`config.mk`:
```
export PLATFORM = sky130hd
export DESIGN_NAME = dmpb_queue
export DESIGN_NICKNAME = d
export VERILOG_FILES = /design/src/sv/depth_max_pyramid_builder_unit_assert.svh /design/src/sv/dmpb_pkg.sv /design/src/sv/dmpb_queue.sv
export SDC_FILE = /design/constraint.sdc
export NUM_CORES = 1
export LEC_CHECK = 0
export BUFFER_PORTS_ARGS = -buffer_cell sky130_fd_sc_hd__buf_2
export CORE_MARGIN = 1.5
export CORE_UTILIZATION = 45
export DETAILED_ROUTE_END_ITERATION = 16
export PLACE_DENSITY = 0.63
export RECOVER_POWER = 50
export SKIP_CTS_REPAIR_TIMING = 1
export SLEW_MARGIN = 20
export SYNTH_ARGS = -nofsm -noshare
export SYNTH_HDL_FRONTEND = slang
export SYNTH_SLANG_ARGS = --single-unit
```
`constraint.sdc`:
```
create_clock -name i_clk -period 4.9 [get_ports i_clk]
set_clock_uncertainty 0.1 [all_clocks]
set_input_delay 0 -clock i_clk [delete_from_list [all_inputs] [get_ports i_clk]]
set_output_delay 0 -clock i_clk [all_outputs]
set_load 0.005 [all_outputs]
```
`src/sv/depth_max_pyramid_builder_unit_assert.svh`:
```
// ----------------------------------------------------------------------------
// Depth max pyramid builder assertion macros
// Clocked assertion helpers used by the back end of the block.
// ----------------------------------------------------------------------------
`ifndef DEPTH_MAX_PYRAMID_BUILDER_UNIT_ASSERT_SVH
`define DEPTH_MAX_PYRAMID_BUILDER_UNIT_ASSERT_SVH
`ifndef SYNTHESIS
// Checked only outside reset.
`define DMPB_ASSERT(lbl, prop, msg) \
    lbl: assert property (@(posedge i_clk) disable iff (!i_rst_n) (prop)) else $error(msg);
// Checked in every cycle, reset included.
`define DMPB_ASSERT_ALWAYS(lbl, prop, msg) \
    lbl: assert property (@(posedge i_clk) (prop)) else $error(msg);
`else
`define DMPB_ASSERT(lbl, prop, msg)
`define DMPB_ASSERT_ALWAYS(lbl, prop, msg)
`endif
`endif

```
`src/sv/dmpb_pkg.sv`:
```
// ----------------------------------------------------------------------------
// Depth max pyramid builder package
// Shared item types, codes and default sizes.
// ----------------------------------------------------------------------------
package dmpb_pkg;

    localparam int DEF_MAX_DIM    = 256;
    localparam int DEF_DEPTH_BITS = 24;
    localparam int MAX_LEVELS     = 16;
    localparam int LVL_W          = 4;
    localparam int QUEUE_DEPTH    = 4;

    localparam logic OP_LOAD = 1'b0;
    localparam logic OP_READ = 1'b1;

    localparam logic REG_BASE_WIDTH  = 1'b0;
    localparam logic REG_BASE_HEIGHT = 1'b1;

    typedef struct packed {
        logic        opcode;
        logic [23:0] sample_depth;
        logic [3:0]  read_level;
        logic [7:0]  read_x;
        logic [7:0]  read_y;
    } t_cmd;

    typedef struct packed {
        logic [23:0] entry_depth;
        logic [8:0]  level_width;
        logic [8:0]  level_height;
        logic        in_range;
    } t_result;

    typedef enum logic {
        JOB_LOAD,
        JOB_READ
    } t_job_kind;

    typedef struct packed {
        t_job_kind   kind;
        logic [23:0] depth;
        logic [3:0]  level;
        logic [7:0]  x;
        logic [7:0]  y;
    } t_job;

    typedef enum logic [1:0] {
        S_IDLE,
        S_LVL,
        S_BLD
    } t_state;

endpackage

```
`src/sv/dmpb_queue.sv`:
```
// ----------------------------------------------------------------------------
// Depth max pyramid builder job queue
// Short first-in first-out queue between the front end and the back end.
// ----------------------------------------------------------------------------
module dmpb_queue (
    input  logic           i_clk,
    input  logic           i_rst_n,
    input  logic           i_push,
    input  dmpb_pkg::t_job i_job,
    input  logic           i_pop,
    output logic           o_full,
    output logic           o_valid,
    output dmpb_pkg::t_job o_job
);
    import dmpb_pkg::*;

    localparam int PW = $clog2(QUEUE_DEPTH);

    t_job            r_slot [QUEUE_DEPTH];
    logic [PW-1:0]   r_wp, r_rp;
    logic [PW:0]     r_cnt;
    logic            pop_ok;

    assign o_full  = (r_cnt == (PW+1)'(QUEUE_DEPTH));
    assign o_valid = (r_cnt != '0);
    assign o_job   = r_slot[r_rp];
    assign pop_ok  = i_pop & o_valid;

    always_ff @(posedge i_clk) begin
        if (!i_rst_n) begin
            r_wp  <= '0;
            r_rp  <= '0;
            r_cnt <= '0;
        end else begin
            if (i_push) r_wp <= r_wp + 1'b1;
            if (pop_ok) r_rp <= r_rp + 1'b1;
            if (i_push && !pop_ok) r_cnt <= r_cnt + 1'b1;
            else if (!i_push && pop_ok) r_cnt <= r_cnt - 1'b1;
        end
    end

    always_ff @(posedge i_clk) begin
        if (i_push) r_slot[r_wp] <= i_job;
    end

endmodule

```
==> out/metrics.sh <==
CLK-INSERTION-DELAY-LATE_NS=0.43
SYNTHTOLAYOUTAREAGROWTH_PCT=23.2
CRITPATHKIND='reg -> reg'
NUMCTSBUFFERS=17
MULTI_INPUT_AREA_UM2=1300
TRITONCTS='done'
DR_TOTAL_VIAS=3264
FINAL_MAX_SLEW_VIOL_COUNT=46
DETAIL_ROUTE.DRC_VIOLATIONS=0
GLOBALROUTE.TOTALOVERFLOW=0
POST_ROUTE_CELLS_DRIVE_ABOVE_1_SHARE_PCT=28.7
WORST_SETUP_SLACK_BEFORE_CLOCK_TREE_SYNTHESIS_NS=2.72
WORST_SETUP_PATH_END_KIND='flop'
IOPINCOUNT=96
PLACE.DETAILED.INSTANCES=556
CLOCK_TREE.BUFFER_DEPTH=2
TOTAL_POWER_mW=4.03
GP_CONGESTION=0.709
LAYOUT_WORST_PATH_CYCLE_SHARE_PCT=67.6
MAX-VDD-IR-DROP_V=0.000316
YS_FF_LATCH=189
NUMPORTBUFFERS=95
GLOBALROUTE.BUSIESTLAYER='met2'
ANTENNA_FOUND_INITIAL=0
PWR_DENSITY_CELL_nW_PER_UM2=465
GRT_MAX_DEGREE=46
CELLLEAKAGEPOWER_nW=2.86
CTS.SINKS=189
ANTENNA-DIODE-COUNT=0
GRT_UTIL_MET3_PCT=4.67
ROWS=45
CORE_AREA_UM2=15200
VIOLATIONS='max-capacitance violations, max-slew violations'
WORST_SLEW_MARGIN_REL_PCT=-93.6
SEQCELLAREA_UM2=5590
GRT_SETUP_UNREPAIRED='no'
YOSYSSEQAREASHARE_PCT=79.4
DRT_ITER0_DRC=192
CAP_VIOLATIONS=1
TIMING.FINAL.SETUP_VIOLATIONS=0
GRT_PASS1_WL_MM=18.0
POST_SYNTH.CELL_AREA_AVG_UM2=25.3
FLOORPLAN.DIE_AREA_UM2=16400
DRT_FIRST_PASS_ITERS=4
TIMING.FINAL.WS_SETUP_NS=1.59
POST-DP-HPWL_MM=6.60
MAX_CLOCK_FREQ_MHz=302
FIN_SETUP_TNS_NS=0
SYNTH_WARNINGS=0
DRT-WIRELENGTH-PER-CELL_UM=18.6
CRIT_ARRIVAL_NS=3.19
GLOBAL_ROUTE.USAGE.MET1_PCT=18.8
GROUTE.USAGE.OVERALL_PCT=15.4
FIRST_GLOBAL_VIAS=3331
POSTSYNTHNETCOUNT=333
SYNTH.CELL_AREA_UM2=7030
DIEWIDTH_UM=128
SYNTH.LIB_CELLS_USED.DISTINCT=22
NNETSFINAL=491
WORSTMARGINPINSLEW_NS=2.90
ANTENNA_LEFT=0
FILLER_CELL_COUNT=1176
LAYOUTNONFILLERINSTCOUNT=637
WORSTHOLDPATHTYPE='in -> reg'
RUN_STATUS='complete, but fails checks'
PERIOD_NEEDED_NS=3.31
WORST-ENDPOINT-REQUIRED_NS=4.77
CRITICAL_PATH.MAX_FANOUT=45
GR-USAGE-MET2_PCT=25.4
FLOORPLAN.INITIALDENSITY_PCT=46.2
ROUTED_VIA_DENSITY=5.12
FINAL-HOLD-VIOLATION-COUNT=0
WIRELENGTH_MM=11.8
CLOCK-ROOT-BUFFER='sky130_fd_sc_hd__clkbuf_16'
CLK_PIN_SLEW_NS=0.07
NETLIST_INSTANCES=278
NUMBER_OF_H_TREE_LEVELS=4
WORST_SETUP_PATH_START_KIND='flop'
DIE-HEIGHT_UM=128
worst max-delay path, stage by stage (launching register included):
cell and delay, ns:
sky130_fd_sc_hd__dfxtp_1 0.40, sky130_fd_sc_hd__ha_1 0.16, sky130_fd_sc_hd__and2_2 0.13, sky130_fd_sc_hd__clkbuf_1 2.05
metal layers:
| metal | vias to the layer above | part of all wire (%) |
|---|---|---|
| met5 | - | 0 |
| met3 | 14 | 3.8 |
| met2 | 73 | 51 |
| li1 | 1494 | - |
| met4 | 0 | 1.5 |
| met1 | 1683 | 44 |
worst paths after layout:
path | from | endpoint | slack, ns | depth (start not counted)
worst max register to register | r_wp[0] | r_slot[3][30] | 1.59 | 3
worst min register to register | r_cnt[2] | r_cnt[2] | 0.47 | 2
worst max-delay path | r_wp[0] | r_slot[3][30] | 1.59 | 3
worst min-delay path | i_job[10] | r_slot[2][10] | 0.26 | 2
cell type report:
type,count,area share (%)
Clock inverter,12,1.57
Timing Repair Buffer,149,10.9
Multi-Input combinational cell,76,15.0
Tap cell,188,2.72
Sequential cell,189,64.5
Clock buffer,20,5.16
Inverter,3,0.130
registers in the layout, summed over array words and instances, names as in the netlist, named ones only:
| name | flops |
|---|---|
| r_wp | 2 |
| r_rp | 2 |
| r_slot | 180 |
| r_cnt | 3 |
logic make-up after synthesis:
family	Yosys count	synth area share, %
XOR/XNOR	5	0.623
multiplexers	47	15.0
AO/OA/AOI/OAI	4	0.712
AND/OR/NAND/NOR	14	1.26
adder cells (fa/ha/maj)	6	1.17
buffers and inverters	13	1.82
flip-flops	189	79.4
synth_stat cells, drive strengths merged:
master / instances / area (um^2)
inv: 3 / 11.3
o21ai: 1 / 5.00
nor2b: 2 / 12.5
dfxtp: 9 / 180
nor3b: 1 / 7.51
o31ai: 1 / 21.3
xnor2: 3 / 26.3
ha: 5 / 62.6
mux2i: 2 / 20.0
buf: 9 / 111
xor2: 2 / 17.5
edfxtp: 180 / 5410
clkbuf: 1 / 5.00
mux4: 45 / 1030
fa: 1 / 20.0
and2: 9 / 56.3
a21boi: 1 / 7.51
or3: 2 / 12.5
o311ai: 1 / 16.3
layout by cell type, fill, tap and decap left out, drive strengths merged, types with 3 or more instances in the layout:
cell type      n
edfxtp       180
ha             5
clkinv         4
clkinvlp       3
inv            6
mux4          45
dlygate4sd3   49
buf           53
clkbuf        67
xnor2          3
dfxtp          9
and2           9
power by group:
group	internal (mW)	switching, mW
Combinational	0.433	0.251
Sequential	1.87	0.141
Clock	0.769	0.569
Total	3.07	0.961
through the flow:
step / util, % / instance area [um^2] / hold slack, ns
floorplan: - / 7030 / -0.00113
global route: 57.0 / 8660 / 0.296
global placement: 50.5 / 7670 / 0.111
CTS: 54.3 / 8260 / -0.336
detailed placement: 50.5 / 7670 / 0.118
finish: 57.0 / 8660 / 0.261
(Power assumes the default switching activity.)
