### src/sv/depth_max_pyramid_builder_unit_assert.svh
// ----------------------------------------------------------------------------
// Depth max pyramid builder assertion macros
// Clocked assertion helpers used by the back end of the block.
// ----------------------------------------------------------------------------
`ifndef DEPTH_MAX_PYRAMID_BUILDER_UNIT_ASSERT_SVH
`define DEPTH_MAX_PYRAMID_BUILDER_UNIT_ASSERT_SVH
`ifndef SYNTHESIS
// Checked only outside reset.
`define DMPB_ASSERT(lbl, prop, msg) \
    lbl: assert property (@(posedge i_clk) disable iff (!i_rst_n) (prop)) else $error(msg);
// Checked in every cycle, reset included.
`define DMPB_ASSERT_ALWAYS(lbl, prop, msg) \
    lbl: assert property (@(posedge i_clk) (prop)) else $error(msg);
`else
`define DMPB_ASSERT(lbl, prop, msg)
`define DMPB_ASSERT_ALWAYS(lbl, prop, msg)
`endif
`endif

### src/sv/dmpb_pkg.sv
// ----------------------------------------------------------------------------
// Depth max pyramid builder package
// Shared item types, codes and default sizes.
// ----------------------------------------------------------------------------
package dmpb_pkg;

    localparam int DEF_MAX_DIM    = 256;
    localparam int DEF_DEPTH_BITS = 24;
    localparam int MAX_LEVELS     = 16;
    localparam int LVL_W          = 4;
    localparam int QUEUE_DEPTH    = 4;

    localparam logic OP_LOAD = 1'b0;
    localparam logic OP_READ = 1'b1;

    localparam logic REG_BASE_WIDTH  = 1'b0;
    localparam logic REG_BASE_HEIGHT = 1'b1;

    typedef struct packed {
        logic        opcode;
        logic [23:0] sample_depth;
        logic [3:0]  read_level;
        logic [7:0]  read_x;
        logic [7:0]  read_y;
    } t_cmd;

    typedef struct packed {
        logic [23:0] entry_depth;
        logic [8:0]  level_width;
        logic [8:0]  level_height;
        logic        in_range;
    } t_result;

    typedef enum logic {
        JOB_LOAD,
        JOB_READ
    } t_job_kind;

    typedef struct packed {
        t_job_kind   kind;
        logic [23:0] depth;
        logic [3:0]  level;
        logic [7:0]  x;
        logic [7:0]  y;
    } t_job;

    typedef enum logic [1:0] {
        S_IDLE,
        S_LVL,
        S_BLD
    } t_state;

endpackage

### src/sv/dmpb_front.sv
// ----------------------------------------------------------------------------
// Depth max pyramid builder front end
// Accepts command items and turns them into jobs for the queue.
// ----------------------------------------------------------------------------
module dmpb_front (
    input  logic          i_start,
    input  dmpb_pkg::t_cmd i_cmd,
    input  logic          i_full,
    output logic          o_busy,
    output logic          o_push,
    output dmpb_pkg::t_job o_job
);
    import dmpb_pkg::*;

    assign o_busy = i_full;
    assign o_push = i_start & ~i_full;

    // Loads carry only the sample; reads carry only the level and coordinates.
    always_comb begin
        o_job = '0;
        if (i_cmd.opcode == OP_READ) begin
            o_job.kind  = JOB_READ;
            o_job.level = i_cmd.read_level;
            o_job.x     = i_cmd.read_x;
            o_job.y     = i_cmd.read_y;
        end else begin
            o_job.kind  = JOB_LOAD;
            o_job.depth = i_cmd.sample_depth;
        end
    end

endmodule

### config.mk
export PLATFORM = sky130hd
export DESIGN_NAME = dmpb_front
export DESIGN_NICKNAME = d
export VERILOG_FILES = /design/src/sv/depth_max_pyramid_builder_unit_assert.svh /design/src/sv/dmpb_pkg.sv /design/src/sv/dmpb_front.sv
export SDC_FILE = /design/constraint.sdc
export NUM_CORES = 1
export LEC_CHECK = 0
export ABC_AREA = 1
export BUFFER_PORTS_ARGS = -buffer_cell sky130_fd_sc_hd__clkbuf_2
export CORE_MARGIN = 1
export CORE_UTILIZATION = 26
export DETAILED_ROUTE_END_ITERATION = 10
export GPL_ROUTABILITY_DRIVEN = 0
export PLACE_DENSITY = 0.9
export SLEW_MARGIN = 20
export SYNTH_ARGS = -nofsm -noshare
export SYNTH_HDL_FRONTEND = slang
export SYNTH_SLANG_ARGS = --single-unit
export TNS_END_PERCENT = 5
### constraint.sdc
create_clock -name vclk -period 1.15
set_input_delay 0.345 -clock vclk [all_inputs]
set_output_delay 0.345 -clock vclk [all_outputs]
set_load 0.1 [all_outputs]
==> impl_metrics.json, run 1 <==
{
  "status": "aborted with a tool error",
  "stop_stage": "3_5_place_dp",
  "tool.error": "[ERROR DPL-0038] Utilization greater than 100%, impossible to legalize",
  "synthesis.nets": 144,
  "yosysUniqueCellTypes": 5,
  "yosys_warnings": 0,
  "initial_core_util_pct": 29.59,
  "ys_seq_area_share_pct": 0,
  "floorplan.io_pins": 94,
  "port_buffers": 94,
  "synthesis.area_sq_um": 409.1,
  "die_x_um": 41.67,
  "syn_inst": 97,
  "rows": 13,
  "die_h_um": 41.67,
  "syn_avg_cell_area_sq_um": 4.218
}
synth_stat cells (all sizes together):
| cell type | instances | area (sq um) |
|---|---|---|
| buf | 7 | 71.31 |
| inv | 45 | 168.9 |
| nand2 | 20 | 75.07 |
| nor2 | 25 | 93.84 |
cell families after synthesis:
logic type	share of synthesized area, %
buf+inv	58.71
simple gates	41.28
per-stage QoR:
step | hold slack (ns) | std cells | instance area, sq um
global placement | 0.9896 | 206 | 1903
floorplan | 0.7919 | 97 | 742.0
==> run 2: changes to the inputs <==
--- a/config.mk
+++ b/config.mk
@@ -7,11 +7,11 @@
 export LEC_CHECK = 0
 export ABC_AREA = 1
 export BUFFER_PORTS_ARGS = -buffer_cell sky130_fd_sc_hd__clkbuf_2
-export CORE_MARGIN = 1
-export CORE_UTILIZATION = 26
+export CORE_AREA = 2 2 63 65
 export DETAILED_ROUTE_END_ITERATION = 10
+export DIE_AREA = 0 0 65 67
 export GPL_ROUTABILITY_DRIVEN = 0
-export PLACE_DENSITY = 0.9
+export PLACE_DENSITY_LB_ADDON = 0.15
 export SLEW_MARGIN = 20
 export SYNTH_ARGS = -nofsm -noshare
 export SYNTH_HDL_FRONTEND = slang
==> run 2 against run 1 <==
Against the previous run: the flow now finishes, with violations (setup timing); synthesized area unchanged; synthesized cell count stayed put.
==> impl_metrics.json, run 2 <==
{
  "status": "finished with violations",
  "violations": "setup timing",
  "worstPathMaxFanout": 6,
  "grt_max_degree": 8,
  "synthesis.area_sq_um": 409.1,
  "synth.top_cells.by_count": "inv_1 (45), nor2_1 (25), nand2_1 (20), buf_6 (5), buf_4 (2)",
  "holdCritPathClass": "input port to output pin",
  "relSlewSlack_pct": 91.86,
  "rsz0062_at_grt": "yes",
  "final_common_cell": "buf_12",
  "seq_area_sq_um": 0,
  "drc": 0,
  "endpoint_kind": "output pin",
  "synth_fa_ha_area_share_pct": 0,
  "startpoint": "i_cmd[44]",
  "layout-drive-gt1-share_pct": 87.24,
  "fmax_mhz": 777.0,
  "floorplan.io_pins": 94,
  "critPathRequiredTime_ns": 0.81,
  "initial_core_util_pct": 11.35,
  "arrival_ns": 0.94,
  "final_util_pct": 61.80,
  "core-area_sq_um": 3606,
  "cellLeakagePower_nw": 1.070,
  "grt_pass1_vias": 817,
  "setup_viol": 44,
  "hold_path_startpoint": "i_full",
  "die-area_sq_um": 4355,
  "synth_xor_area_share_pct": 0,
  "dp_slack_ns": -0.2248,
  "vias": 864,
  "port_buffers": 94,
  "ys_seq_area_share_pct": 0,
  "synth_area_leaders": "inv_1 (41%), nor2_1 (23%), nand2_1 (18%)",
  "yosys.area_share.simple_pct": 41.28,
  "seq_power_share_pct": 0,
  "yosysUniqueCellTypes": 5,
  "fillers": 308,
  "rows": 22,
  "p_int_w": 0.0005507,
  "die_x_um": 65,
  "yosysTopAreaCell": "inv_1",
  "muxShareOfSynthArea_pct": 0,
  "p_sw_share_pct": 62.67,
  "antenna_cells": 0,
  "cp-start-kind": "input port",
  "seq_cells": 0,
  "yosys_warnings": 0,
  "final_hold_viol_count": 0,
  "synth_top_family_by_area": "buffers and inverters",
  "syn_to_final_growth_pct": 444.6,
  "overflow": 0,
  "fin_nets": 245,
  "fin_crit_ns": 1.287,
  "power_density_nw_per_um2": 662.0,
  "setup.worst_path.class": "input port to output pin",
  "drv_cap": 0,
  "grtUsageTotal_pct": 10.94,
  "routedWlPerCell_um": 9.783,
  "tightest_slew_ns": 0.1221,
  "final_cell_mix": "buf_12 (50), clkbuf_2 (46), inv_1 (25), nor2_4 (25)",
  "ant_nets": 0,
  "antenna_found_initial": 0,
  "synth.most_common_cell": "inv_1",
  "ir_worst_vdd_mv": 0.2896,
  "p_sw_w": 0.0009245,
  "slew_viol_final": 0,
  "cts_setup_buffers": 0,
  "vias_per_cell": 3.541,
  "firstDrtPassIters": 2,
  "n_clock_buffer": 0,
  "layout_setup_ws_ns": -0.1371,
  "synth_compound_area_share_pct": 0,
  "syn_avg_cell_area_sq_um": 4.218,
  "syn_inst": 97,
  "synthesis.nets": 144,
  "finalCritPeriodShare_pct": 111.9,
  "detail_route.wirelength_mm": 2.387,
  "hpwl_mm": 2.037,
  "drt-initial-drc-count": 12,
  "grt_pass1_wl_mm": 3.781,
  "die_h_um": 67,
  "p_clk_share_pct": 0,
  "synth_top_area_share_pct": 41.28,
  "combPwrFrac_pct": 100.0
}
==> run 2: worst paths after layout <==
| path | end | cells past startpoint |
|---|---|---|
| max | o_job[16] | 5 |
| min | o_busy | 2 |
==> run 2: cells by family (layout without fill, tap and decap cells) <==
kind of cell	after synthesis	count (layout)
AND/OR/NAND/NOR	45	45
buffers and inverters	52	151
==> run 2: power by group through the flow <==
| stage | Clock [W] | Combinational [W] | Sequential [W] |
|---|---|---|---|
| 5_1_grt | 0 | 0.00152 | 0 |
| 3_3_place_gp | 0 | 0.00136 | 0 |
| 6_report | 0 | 0.00148 | 0 |
| 3_5_place_dp | 0 | 0.00137 | 0 |
| 4_1_cts | 0 | 0.00148 | 0 |
| 2_1_floorplan | 0 | 0.000877 | 0 |
==> run 2: worst max-delay path: stages <==
cell        delay, ns
buf_16           0.13
buf_16           0.14
nand2_4          0.06
clkinvlp_4       0.09
buf_12           0.17
==> run 2: layout make-up <==
type | count | area, sq um | area share, %
multi-input cells | 45 | 506.7 | 22.74
well taps | 48 | 60.06 | 2.695
inverters | 45 | 244.0 | 10.95
repair buffers | 106 | 1418 | 63.62
==> run 2: layer usage <==
metal	share of wire, %	up-vias	GRT usage, %
met2	51	56	21.26
met3	14	0	3.041
li1	-	440	-
met4	0	0	0
met5	0	-	0
met1	34	368	12.50
==> run 2: stage by stage <==
stage                     hold WS, ns  area (sq um)  setup TNS, ns  power (W)  std cells
after CTS                      0.9940          2208         -4.859   0.001478        244
after floorplan                0.7919         742.0         -12.01  0.0008774         97
final                          0.9909          2228         -4.579   0.001475        244
after global routing           0.9991          2228         -5.459   0.001524        244
after global placement         0.9927          1952         -7.740   0.001361        240
after detailed placement       0.9940          1952         -8.308   0.001368        240
==> run 2: repair_timing <==
action	in CTS	in global routing
gates cloned	4	0
resized for setup	37	4
hold buffers	0	0
pin swaps	2	2
endpoints found under the setup margin	44	44
endpoints found under the hold margin	0	0
Power figures use the tool's default switching activity.
